==> src/sv/mwnm_pkg.sv <==
package mwnm_pkg;

  // Store geometry
  localparam int unsigned PatternSlots = 64;
  localparam int unsigned FillW        = $clog2(PatternSlots + 1);

  // Wildcard characters
  localparam logic [7:0] ChStar  = 8'h2A;
  localparam logic [7:0] ChQuest = 8'h3F;
  localparam logic [7:0] ChNul   = 8'h00;

  // Input operations
  typedef enum logic [1:0] {
    OP_CLEAR  = 2'd0,
    OP_APPEND = 2'd1,
    OP_NAME   = 2'd2,
    OP_END    = 2'd3
  } op_e;

  // Control broadcast from the top level to every cell
  typedef struct packed {
    logic       upd;    // rewrite the active bit this cycle
    logic       load;   // seed with pattern starts
    logic       step;   // advance by one name character
    logic [7:0] ch;     // name character or store write data
  } cell_ctrl_t;

  // Signals handed from one cell to the next
  typedef struct packed {
    logic zero;   // this slot holds a pattern terminator
    logic fwd;    // this slot consumed the character, next slot goes live
    logic carry;  // slot going active is optional, next slot also active (empty match)
  } cell_link_t;

  // ASCII upper case to lower case
  function automatic logic [7:0] fold_case(logic [7:0] c);
    logic [7:0] r;
    r = c;
    if (c >= 8'h41 && c <= 8'h5A) begin
      r = c + 8'h20;
    end
    return r;
  endfunction

endpackage

==> src/sv/mwnm_in_if.sv <==
interface mwnm_in_if;
  logic       valid;
  logic       ready;
  logic [1:0] op;
  logic [7:0] ch;

  modport source (output valid, output op, output ch, input ready);
  modport sink (input valid, input op, input ch, output ready);
endinterface

==> src/sv/mwnm_out_if.sv <==
interface mwnm_out_if;
  logic valid;
  logic ready;
  logic matched;
  logic overflowed;

  modport source (output valid, output matched, output overflowed, input ready);
  modport sink (input valid, input matched, input overflowed, output ready);
endinterface

==> src/sv/multi_wildcard_name_matcher_core.sv <==
// Wildcard name matcher. Patterns are appended one byte per transaction (a zero
// ends a pattern, a zero at a pattern start closes the list); name bytes are
// then streamed and an end-of-name transaction returns one result with the
// match flag and the sticky overflow flag. A new transaction is accepted every
// cycle; the result appears on the output register the cycle after the
// end-of-name transaction, and input ready only drops while that register
// holds a result that is not taken. Each of the 64 slots is a cell holding
// one pattern byte and one active bit; all cells update together per name
// byte, and the empty match of '*' and '?' ripples through the row as a carry
// chain, which sets the cycle time.
module multi_wildcard_name_matcher_core (
  input  logic      clk_i,
  input  logic      rst_ni,
  mwnm_in_if.sink   in_i,
  mwnm_out_if.source out_o
);

  localparam int unsigned Slots = mwnm_pkg::PatternSlots;
  localparam int unsigned FillW = mwnm_pkg::FillW;

  logic [FillW-1:0]     fill_q, fill_d;
  logic                 closed_q, closed_d;
  logic                 ovf_q, ovf_d;
  logic                 last_zero_q, last_zero_d;
  logic                 out_valid_q, out_valid_d;
  logic                 matched_q, matched_d;
  logic                 ovf_out_q, ovf_out_d;

  logic                 acc;
  mwnm_pkg::op_e        op;
  logic                 at_start;
  logic                 closing;
  logic                 store_write;
  logic                 has_room;
  mwnm_pkg::cell_ctrl_t ctrl;
  logic [Slots-1:0]     in_use;
  logic [Slots-1:0]     we;
  logic [Slots-1:0]     accept;
  mwnm_pkg::cell_link_t link [Slots+1];

  // Handshake
  assign in_i.ready = !out_valid_q || out_o.ready;
  assign acc        = in_i.valid && in_i.ready;
  assign op         = mwnm_pkg::op_e'(in_i.op);

  // Append decode
  assign at_start    = (fill_q == '0) || last_zero_q;
  assign closing     = acc && (op == mwnm_pkg::OP_APPEND) && !closed_q &&
                       (in_i.ch == mwnm_pkg::ChNul) && at_start;
  assign store_write = acc && (op == mwnm_pkg::OP_APPEND) && !closed_q && !closing;
  assign has_room    = (fill_q < FillW'(Slots));

  // Cell control
  assign ctrl.upd  = acc && ((op != mwnm_pkg::OP_APPEND) || closing);
  assign ctrl.load = closing || (acc && (op == mwnm_pkg::OP_END) && closed_q);
  assign ctrl.step = (op == mwnm_pkg::OP_NAME);
  assign ctrl.ch   = in_i.ch;

  // Slot 0 always counts as a pattern start
  assign link[0].zero  = 1'b1;
  assign link[0].fwd   = 1'b0;
  assign link[0].carry = 1'b0;

  // Row of cells
  for (genvar i = 0; i < Slots; i++) begin : g_cell
    assign in_use[i] = (fill_q > FillW'(i));
    if (i == Slots - 1) begin : g_last
      assign we[i] = store_write &&
                     ((has_room && (fill_q == FillW'(i))) ||
                      (!has_room && (in_i.ch == mwnm_pkg::ChNul)));
    end else begin : g_mid
      assign we[i] = store_write && has_room && (fill_q == FillW'(i));
    end

    mwnm_cell u_cell (
      .clk_i    (clk_i),
      .rst_ni   (rst_ni),
      .ctrl_i   (ctrl),
      .in_use_i (in_use[i]),
      .we_i     (we[i]),
      .link_i   (link[i]),
      .link_o   (link[i+1]),
      .accept_o (accept[i])
    );
  end

  // List and flag state
  always_comb begin
    fill_d      = fill_q;
    closed_d    = closed_q;
    ovf_d       = ovf_q;
    last_zero_d = last_zero_q;
    if (acc && (op == mwnm_pkg::OP_CLEAR)) begin
      fill_d   = '0;
      closed_d = 1'b0;
      ovf_d    = 1'b0;
    end else if (closing) begin
      closed_d = 1'b1;
    end else if (store_write) begin
      if (has_room) begin
        fill_d      = fill_q + FillW'(1);
        last_zero_d = (in_i.ch == mwnm_pkg::ChNul);
      end else begin
        ovf_d = 1'b1;
        if (in_i.ch == mwnm_pkg::ChNul) begin
          last_zero_d = 1'b1;
        end
      end
    end
  end

  // Result register
  always_comb begin
    out_valid_d = out_valid_q;
    matched_d   = matched_q;
    ovf_out_d   = ovf_out_q;
    if (acc && (op == mwnm_pkg::OP_END)) begin
      out_valid_d = 1'b1;
      matched_d   = |accept;
      ovf_out_d   = ovf_q;
    end else if (out_o.ready) begin
      out_valid_d = 1'b0;
    end
  end

  always_ff @(posedge clk_i or negedge rst_ni) begin
    if (!rst_ni) begin
      fill_q      <= '0;
      closed_q    <= 1'b0;
      ovf_q       <= 1'b0;
      last_zero_q <= 1'b0;
      out_valid_q <= 1'b0;
    end else begin
      fill_q      <= fill_d;
      closed_q    <= closed_d;
      ovf_q       <= ovf_d;
      last_zero_q <= last_zero_d;
      out_valid_q <= out_valid_d;
    end
  end

  always_ff @(posedge clk_i) begin
    matched_q <= matched_d;
    ovf_out_q <= ovf_out_d;
  end

  assign out_o.valid      = out_valid_q;
  assign out_o.matched    = matched_q;
  assign out_o.overflowed = ovf_out_q;

endmodule

==> src/sv/mwnm_cell.sv <==
module mwnm_cell (
  input  logic                   clk_i,
  input  logic                   rst_ni,
  input  mwnm_pkg::cell_ctrl_t   ctrl_i,
  input  logic                   in_use_i,
  input  logic                   we_i,
  input  mwnm_pkg::cell_link_t   link_i,
  output mwnm_pkg::cell_link_t   link_o,
  output logic                   accept_o
);

  logic [7:0] byte_q;
  logic       act_q;
  logic       act_d;
  logic       is_zero;
  logic       is_star;
  logic       is_opt;
  logic       live;
  logic       lit_hit;
  logic       seed;
  logic       nxt;
  logic       base;
  logic       closed;

  // Decode the stored pattern character
  assign is_zero = (byte_q == mwnm_pkg::ChNul);
  assign is_star = (byte_q == mwnm_pkg::ChStar);
  assign is_opt  = is_star || (byte_q == mwnm_pkg::ChQuest);
  assign live    = act_q && in_use_i;
  assign lit_hit = (byte_q == mwnm_pkg::ChQuest) ||
                   (mwnm_pkg::fold_case(byte_q) == mwnm_pkg::fold_case(ctrl_i.ch));

  // Seed: slot follows a terminator (or is slot 0)
  assign seed = in_use_i && link_i.zero;
  // Step: star holds itself, a matched literal or '?' moves to the next slot
  assign nxt  = in_use_i && ((live && is_star) || link_i.fwd);
  assign base = (ctrl_i.load && seed) || (ctrl_i.step && nxt);

  // Empty-match closure ripples like a carry through runs of '*' and '?'
  assign closed       = base || (link_i.carry && in_use_i);
  assign link_o.carry = closed && in_use_i && is_opt;
  assign link_o.fwd   = live && !is_zero && !is_star && lit_hit;
  assign link_o.zero  = is_zero;

  assign act_d    = ctrl_i.upd ? closed : act_q;
  assign accept_o = live && is_zero;

  // Active bit
  always_ff @(posedge clk_i or negedge rst_ni) begin
    if (!rst_ni) begin
      act_q <= 1'b0;
    end else begin
      act_q <= act_d;
    end
  end

  // Pattern character, no reset
  always_ff @(posedge clk_i) begin
    if (we_i) begin
      byte_q <= ctrl_i.ch;
    end
  end

endmodule

==> src/flat_wrapper.sv <==
// flat-port wrapper written by rule: the top's interface ports become plain ports
module multi_wildcard_name_matcher_core_flat 
  (clk_i, rst_ni, in_i_valid, in_i_op, in_i_ch, in_i_ready, out_o_valid, out_o_matched, out_o_overflowed, out_o_ready);
  mwnm_in_if in_i_i ();
  mwnm_out_if out_o_i ();
  input  logic clk_i;
  input  logic rst_ni;
  input wire logic [$bits(in_i_i.valid)-1:0] in_i_valid;
  input wire logic [$bits(in_i_i.op)-1:0] in_i_op;
  input wire logic [$bits(in_i_i.ch)-1:0] in_i_ch;
  output wire logic [$bits(in_i_i.ready)-1:0] in_i_ready;
  output wire logic [$bits(out_o_i.valid)-1:0] out_o_valid;
  output wire logic [$bits(out_o_i.matched)-1:0] out_o_matched;
  output wire logic [$bits(out_o_i.overflowed)-1:0] out_o_overflowed;
  input wire logic [$bits(out_o_i.ready)-1:0] out_o_ready;
  assign in_i_i.valid = in_i_valid;
  assign in_i_i.op = in_i_op;
  assign in_i_i.ch = in_i_ch;
  assign in_i_ready = in_i_i.ready;
  assign out_o_valid = out_o_i.valid;
  assign out_o_matched = out_o_i.matched;
  assign out_o_overflowed = out_o_i.overflowed;
  assign out_o_i.ready = out_o_ready;
  multi_wildcard_name_matcher_core u_core (.clk_i(clk_i), .rst_ni(rst_ni), .in_i(in_i_i), .out_o(out_o_i));
endmodule
==> config.mk <==
export PLATFORM = sky130hd
export DESIGN_NAME = multi_wildcard_name_matcher_core_flat
export DESIGN_NICKNAME = d
export VERILOG_FILES = /design/src/sv/mwnm_pkg.sv /design/src/sv/mwnm_in_if.sv /design/src/sv/mwnm_out_if.sv /design/src/sv/multi_wildcard_name_matcher_core.sv /design/src/sv/mwnm_cell.sv /design/src/flat_wrapper.sv
export SDC_FILE = /design/constraint.sdc
export NUM_CORES = 2
export LEC_CHECK = 0
export ABC_AREA = 1
export BUFFER_PORTS_ARGS = -buffer_cell sky130_fd_sc_hd__buf_2
export CAP_MARGIN = 20
export CELL_PAD_IN_SITES_DETAIL_PLACEMENT = 0
export CELL_PAD_IN_SITES_GLOBAL_PLACEMENT = 1
export CORE_MARGIN = 4
export CORE_UTILIZATION = 45
export CTS_CLUSTER_SIZE = 8
export DETAILED_ROUTE_END_ITERATION = 16
export PLACE_DENSITY_LB_ADDON = 0.1
export SLEW_MARGIN = 20
export SYNTH_ARGS = -nofsm -noshare
export SYNTH_HDL_FRONTEND = slang
export SYNTH_SLANG_ARGS = --single-unit
==> constraint.sdc <==
create_clock -name clk_i -period 8.7 [get_ports clk_i]
set_clock_uncertainty 0.05 [all_clocks]
set_input_delay 2.61 -clock clk_i [delete_from_list [all_inputs] [get_ports clk_i]]
set_output_delay 2.61 -clock clk_i [all_outputs]
set_load 0.02 [all_outputs]
Word-level counts from Yosys, hierarchy flattened
Index checks and enable logic that the tools add are counted.

Register bits after elaboration: 589. Bits of input ports: 14. Word-level logic and storage cells: 2225.

$add $sub $neg: 65. Magnitude comparators: 193. Equal/unequal tests: 259. Mux-type cells: 78. Bitwise gates (word level): 2. Reduce and logical (&&, ||, !) cells: 1493.

Operator list (number): 8-bit by 6-bit == test with 1-bit output (second input constant) (127); 1-bit logical AND (966); 8-bit zero test (65); 8-bit by 6-bit adder with 8-bit output (second input constant) (64); 8-bit by 7-bit >= comparator with 1-bit output (second input constant) (64); 8-bit by 7-bit less-or-equal comparator with 1-bit output (second input constant) (64); 8-bit two-way mux (64); 8-bit == test (63); 1-bit logical OR (321); 7-bit by 6-bit == test with 1-bit output (second input constant) (32); 7-bit by 6-bit > comparator with 1-bit output (second input constant) (32); 1-bit zero test (130); 7-bit by 5-bit == test with 1-bit output (second input constant) (16); 7-bit by 5-bit > comparator with 1-bit output (second input constant) (16); 64-bit OR reduction (1); 7-bit by 4-bit == test with 1-bit output (second input constant) (8); 7-bit by 4-bit > comparator with 1-bit output (second input constant) (8); 7-bit by 3-bit == test with 1-bit output (second input constant) (4); 7-bit by 3-bit > comparator with 1-bit output (second input constant) (4); 7-bit two-way mux (4); 7-bit by 2-bit == test with 1-bit output (second input constant) (2); 7-bit by 1-bit > comparator with 1-bit output (second input constant) (2); 7-bit by 2-bit > comparator with 1-bit output (second input constant) (2); 1-bit two-way mux (10); other kinds (13) (21).

Depth between registers and ports, before layout
Depth in word-level cells: 262. Depth in mapped cells: 141. Gate-level depth less buffers: 140.

By module
From an unflattened synthesis, not the netlist that was laid out.

Cells, all modules: 7581. Area, all modules: 50698.6 µm².

Modules (own cells, without submodules): mwnm_cell (times used 64, cells an instance 112, area each 755.7 µm², seq. area each 265.3 µm²); multi_wildcard_name_matcher_core (times used 1, cells an instance 413, area each 2332.2 µm², seq. area each 335.3 µm²).

Least setup slack after synthesis
No wires, ideal clock.

Path type: input-to-reg. From: input port out_o_ready. To: register u_core.g_cell[63].u_cell.act_q. Library setup time: 0.065 ns. Data arrival time: 10.364 ns. Slack: -1.778 ns. Stages on the path: 136. Path through: inv_1 -> nand2_1 -> nand2_2 -> nor4_2 -> nand3_4 -> nand2_8 -> nand2_2 -> o21ai_2 -> o21ai_2 -> o21ai_2 -> inv_2 -> nand2_2 -> nand3_2 -> nand2_2 -> nand3_2 -> nand2_2 -> nand3_2 -> nand2_2 -> (+100 left out) -> nand2_1 -> nand2_1 -> nand2_1 -> nand2_1 -> nand2_1 -> nand2_1 -> nand2_1 -> nand2_2 -> nand2_1 -> nand2_1 -> nand2_1 -> nand2_2 -> nand3_2 -> nand2_1 -> nand2_1 -> nand2_1 -> nand2_1 -> nand2_1.

Cells in the longest elaborated chain, start to end: 261.

RTL lines: from (decl) (line flat_wrapper.sv:15) `input wire logic [$bits(out_o_i.ready)-1:0] out_o_ready;`; 1-bit logical OR (*) (line multi_wildcard_name_matcher_core.sv:42) `assign in_i.ready = !out_valid_q || out_o.ready;`; named net in_i_ready (line flat_wrapper.sv:11) `output wire logic [$bits(in_i_i.ready)-1:0] in_i_ready;`; 1-bit logical AND (*) (line multi_wildcard_name_matcher_core.sv:43) `assign acc = in_i.valid && in_i.ready;`; 1-bit logical AND (3 in a row) (line multi_wildcard_name_matcher_core.sv:48) `assign closing = acc && (op == mwnm_pkg::OP_APPEND) && !closed_q &&`; 1-bit logical AND (line multi_wildcard_name_matcher_core.sv:49) `(in_i.ch == mwnm_pkg::ChNul) && at_start;`; 1-bit logical OR (line multi_wildcard_name_matcher_core.sv:55) `assign ctrl.load = closing || (acc && (op == mwnm_pkg::OP_END) && closed_q);`; 1-bit logical AND (line mwnm_cell.sv:37) `assign base = (ctrl_i.load && seed) || (ctrl_i.step && nxt);`; 1-bit logical OR (line mwnm_cell.sv:37); (+242 left out); 1-bit logical AND (line mwnm_cell.sv:40) `assign closed = base || (link_i.carry && in_use_i);`; 1-bit logical OR (line mwnm_cell.sv:40); 1-bit logical AND (2 in a row) (line mwnm_cell.sv:41) `assign link_o.carry = closed && in_use_i && is_opt;`; 1-bit logical AND (line mwnm_cell.sv:40); 1-bit logical OR (line mwnm_cell.sv:40); 1-bit logical AND (2 in a row) (line mwnm_cell.sv:41); 1-bit logical AND (line mwnm_cell.sv:40); 1-bit logical OR (line mwnm_cell.sv:40); to (signal assigned) (line mwnm_cell.sv:53) `act_q <= act_d;`; to (decl) (line mwnm_cell.sv:13) `logic act_q;`.

Mark *: on every way through the listed nets, which the timed path passes. The rest lies on a longest branch. A chain may end at the register's enable or synchronous reset.

Worst setup path after layout
From: input port in_i_ch[6]. To: register u_core.g_cell[41].u_cell.act_q.

Cells in the longest elaborated chain, start to end: 171.

RTL lines: from (decl) (line flat_wrapper.sv:10) `input wire logic [$bits(in_i_i.ch)-1:0] in_i_ch;`; 8-bit by 7-bit >= comparator with 1-bit output / 8-bit by 7-bit less-or-equal comparator with 1-bit output (equally long branches) (line mwnm_pkg.sv:39) `if (c >= 8'h41 && c <= 8'h5A) begin`; 1-bit logical AND (line mwnm_pkg.sv:39); 8-bit two-way mux (line mwnm_pkg.sv:39); 8-bit == test (line mwnm_cell.sv:31) `(mwnm_pkg::fold_case(byte_q) == mwnm_pkg::fold_case(ctrl_i.ch));`; 1-bit logical OR (line mwnm_cell.sv:30) `assign lit_hit = (byte_q == mwnm_pkg::ChQuest) ||`; 1-bit logical AND (line mwnm_cell.sv:42) `assign link_o.fwd = live && !is_zero && !is_star && lit_hit;`; 1-bit logical OR (line mwnm_cell.sv:36) `assign nxt = in_use_i && ((live && is_star) || link_i.fwd);`; 1-bit logical AND (line mwnm_cell.sv:36); (+153 left out); 1-bit logical AND (line mwnm_cell.sv:40); 1-bit logical OR (line mwnm_cell.sv:40); 1-bit logical AND (2 in a row) (line mwnm_cell.sv:41); 1-bit logical AND (line mwnm_cell.sv:40); 1-bit logical OR (line mwnm_cell.sv:40); 1-bit logical AND (2 in a row) (line mwnm_cell.sv:41); 1-bit logical AND (line mwnm_cell.sv:40); 1-bit logical OR (line mwnm_cell.sv:40); to (signal assigned) (line mwnm_cell.sv:53); to (decl) (line mwnm_cell.sv:13).

Parallel ways exist; a longest one is shown, timed or not.

==> impl_metrics.yaml <==
sta:
  timing.setup.tns_ps: -41640
  postLayoutSetupSlackWorst_ps: -3000
  finalHoldViolCount: 0
  tightest_slew_ps: 1120
  final.min_clock_period_ps: 11700
  setup_viol: 24
  drv_slew: 0
  grt_setup_unrepaired: "true"
  fin_crit_sh_pct: 134
  max_freq_ghz: 0.0855
  slew_headroom_pct: 25.1
power_and_ir_drop:
  p_sw_uw: 1860
  swShare_pct: 26.2
  power_density_nw_per_um2: 156
  p_int_uw: 5250
  power_frac_clock_pct: 43.2
  finalPower_uw: 7110
  p_seq_share_pct: 44.1
  pwr-share-comb_pct: 12.7
  vdd_drop_max_uv: 152
  p_leak_uw: 0.0190
critical_path:
  cp.required_ps: 9160
  reg2reg_slack_ps: -1380
  path_class: "in2reg"
  timing.critical_path.to: "u_core.g_cell[41].u_cell.act_q"
  arrival_ps: 12160
  critPathMaxFanout: 7
  cp_common_cell: "nand2_1"
  cp-startpoint: "in_i_ch[6]"
  rr_startpoint: "u_core.fill_q[3]"
  reg2reg_depth: 117
  regToRegEndpoint: "u_core.g_cell[41].u_cell.act_q"
  setup.worst_path.end_class: "register"
  crit_path_start_kind: "input port"
  slowest_delay_ps: 310
  crit_path_top_delay_cell: "a31oi_1"
die:
  initial_core_util_pct: 45.4
  dieWidth_um: 298
  rows: 106
  core_area_sq_um: 83600
  die_h_um: 298
  io_pins: 18
  die-area_sq_um: 88900
routing:
  routedLengthMet1_mm: 58.7
  drt_wl_total_mm: 134
  routed.top_layer: "met5"
  vias: 36000
  route.detailed.drc: 0
  met3_wirelength_mm: 8.90
  drt_iter0_markers: 3419
  viasPerCell: 5.65
  wl_met2_mm: 61.5
  dr.pass1.iters: 6
  drtAntennaViolNets: 0
  wl_per_cell_um: 21.1
synthesis:
  synth.distinct_cells: 74
  synthFlopType: "edfxtp_1"
  synthTopCellsByArea: "edfxtp_1, nand2_1, inv_1, nor2_1, dfrtp_1"
  async_reset_ff_share_pct: 12.7
  syn_area_sq_um: 37900
  ys_seq_area_share_pct: 45.7
  ys_warn_count: 0
  ys_ff_latch: 589
  yosysTopAreaCell: "edfxtp_1"
  synth-xor-area-share_pct: 4.16
  synth.top_cell.area_share_pct: 40.7
  synth_top_family_by_area: "simple AND/OR/NAND/NOR gates"
  synth_edf_count: 514
  synth_simple_gate_area_share_pct: 26.7
  synthCells: 4717
  synth-adder-area-share_pct: 2.21
  synth_compound_area_share_pct: 12.6
  syn_nets: 4798
  muxShareOfSynthArea_pct: 0
  avgSynthCellArea_sq_um: 8.03
clocking:
  hold_buffers: 0
  cts_buffer_depth: 3
  clock_sinks: 589
  cts.htree.levels: 3
  clk_pin_slew_worst_paths_ps: 50
  cts_tree: "built"
  clkLatencyLatePin_ps: 640
  cts_inserted_buffers: 84
  cts_root_buffer: "clkbuf_16"
layout:
  final_nets: 5302
  post-route-util_pct: 54.6
  area_delta_synth_final_pct: 20.4
  final_common_cell: "nand2_1"
  mostFrequentLayoutCells: "nand2_1, inv_1, nor2_1"
  layout-drive-gt1-share_pct: 15.4
run:
  cap_viol_max_count: 0
min_path:
  hold_class: "reg2reg"
outcome:
  violations: "setup timing"
  status: "complete, but fails checks"
placement:
  port_buffers: 17
  routabilityCongestion: 0.944
  hpwl_mm: 94.6
grt:
  first_global_vias: 33800
  grt_max_degree: 75
  antenna_found_initial: 3
  grt_pass1_wl_mm: 202
  grt_usage_pct: 29.4
  grt_overflow: 0
[Yosys cell counts, drive strengths merged (3+ instances only)]
library cell	n
a22oi	13
o211ai	18
a31o	7
a41oi	12
o22ai	78
clkbuf	80
nand3b	8
o221ai	13
a2111oi	17
o21bai	6
buf	39
nand2	909
or3	5
nor2	652
nand3	195
or2	54
clkinv	3
o21ai	249
a21oi	134
nor4	112
a31oi	27
edfxtp	514
and3	9
or3b	3
a211oi	20
a311oi	21
nor3	202
a32oi	6
a22o	10
o2111ai	34
a41o	3
a221oi	36
xnor2	35
xor2	145
o31ai	11
o41ai	15
inv	718
or4	3
nand4	136
ha	67
dfrtp	75
o2111a	5
[worst max-delay path, delay by kind of cell]
family / cells / cell delay (ps)
buf+inv: 31 / 3590
simple gates: 78 / 5070
compound gates: 5 / 850
[power groups by stage]
stage	logic [uW]	registers (uW)	clock network, uW
after floorplan	401	3190	0
after global placement	871	3190	0
after detailed placement	870	3190	0
after CTS	876	3130	3130
after global routing	962	3140	3250
final	900	3140	3070
[kinds of logic after synthesis]
kind of cell / after synthesis
adders and majority gates: 67
DFF: 589
AOI/OAI and AO/OA: 747
buffers and inverters: 840
xor gates and xnor gates: 180
and+or+nand+nor: 2294
[area by class of cell]
type,instances,area (sq um)
Sequential cell,589,17300
Fill cell,7880,37900
Timing Repair Buffer,537,4130
Clock buffer,145,2400
Tap cell,1080,1350
Inverter,721,2750
Multi-Input combinational cell,3288,17700
Antenna cell,1,2.50
Clock inverter,2,12.5
[worst min path at each step]
stage                     slack (ps)                           start                        endpoint  cells past startpoint
after floorplan                  380                    u_core.ovf_q         u_core.out_o.overflowed                      0
after global placement           410   u_core.g_cell[0].u_cell.act_q   u_core.g_cell[0].u_cell.act_q                      2
after detailed placement         420   u_core.g_cell[1].u_cell.act_q   u_core.g_cell[1].u_cell.act_q                      2
after CTS                        430   u_core.g_cell[0].u_cell.act_q   u_core.g_cell[0].u_cell.act_q                      2
after global routing             460  u_core.g_cell[63].u_cell.act_q  u_core.g_cell[63].u_cell.act_q                      2
final                            430   u_core.g_cell[0].u_cell.act_q   u_core.g_cell[0].u_cell.act_q                      2
[flip-flops by register name (all words and copies together), names as in the netlist]
signal,flops
u_core.last_zero_q,1
u_core.closed_q,1
u_core.ovf_q,1
u_core.out_o.matched,1
u_core.out_o.valid,1
u_core.fill_q,7
u_core.g_cell.u_cell.byte_q,512
u_core.g_cell.u_cell.act_q,64
u_core.out_o.overflowed,1
[metrics by stage]
step / instance area, sq um / cells / hold slack, ps / setup WS, ps
finish: 45600 / 6363 / 429 / -3000
global route: 45600 / 6362 / 465 / -4050
CTS: 45200 / 6344 / 434 / -2690
detailed placement: 42500 / 6163 / 419 / -3600
global placement: 42500 / 6163 / 413 / -3570
floorplan: 37900 / 4717 / 376 / -1670
[routing by layer]
metal	track usage (%)	vias up
li1	-	17300
met1	40.5	17100
met2	48.0	1313
met3	3.35	271
met4	11.0	4
met5	0	-
[what timing repair did]
action / 4_1_cts / 5_1_grt
buffers inserted: 34 / 20
setup endpoints to repair: 25 / 31
pin swaps: 5 / 68
resized for setup: 17 / 85
(Power assumes the default switching activity.)
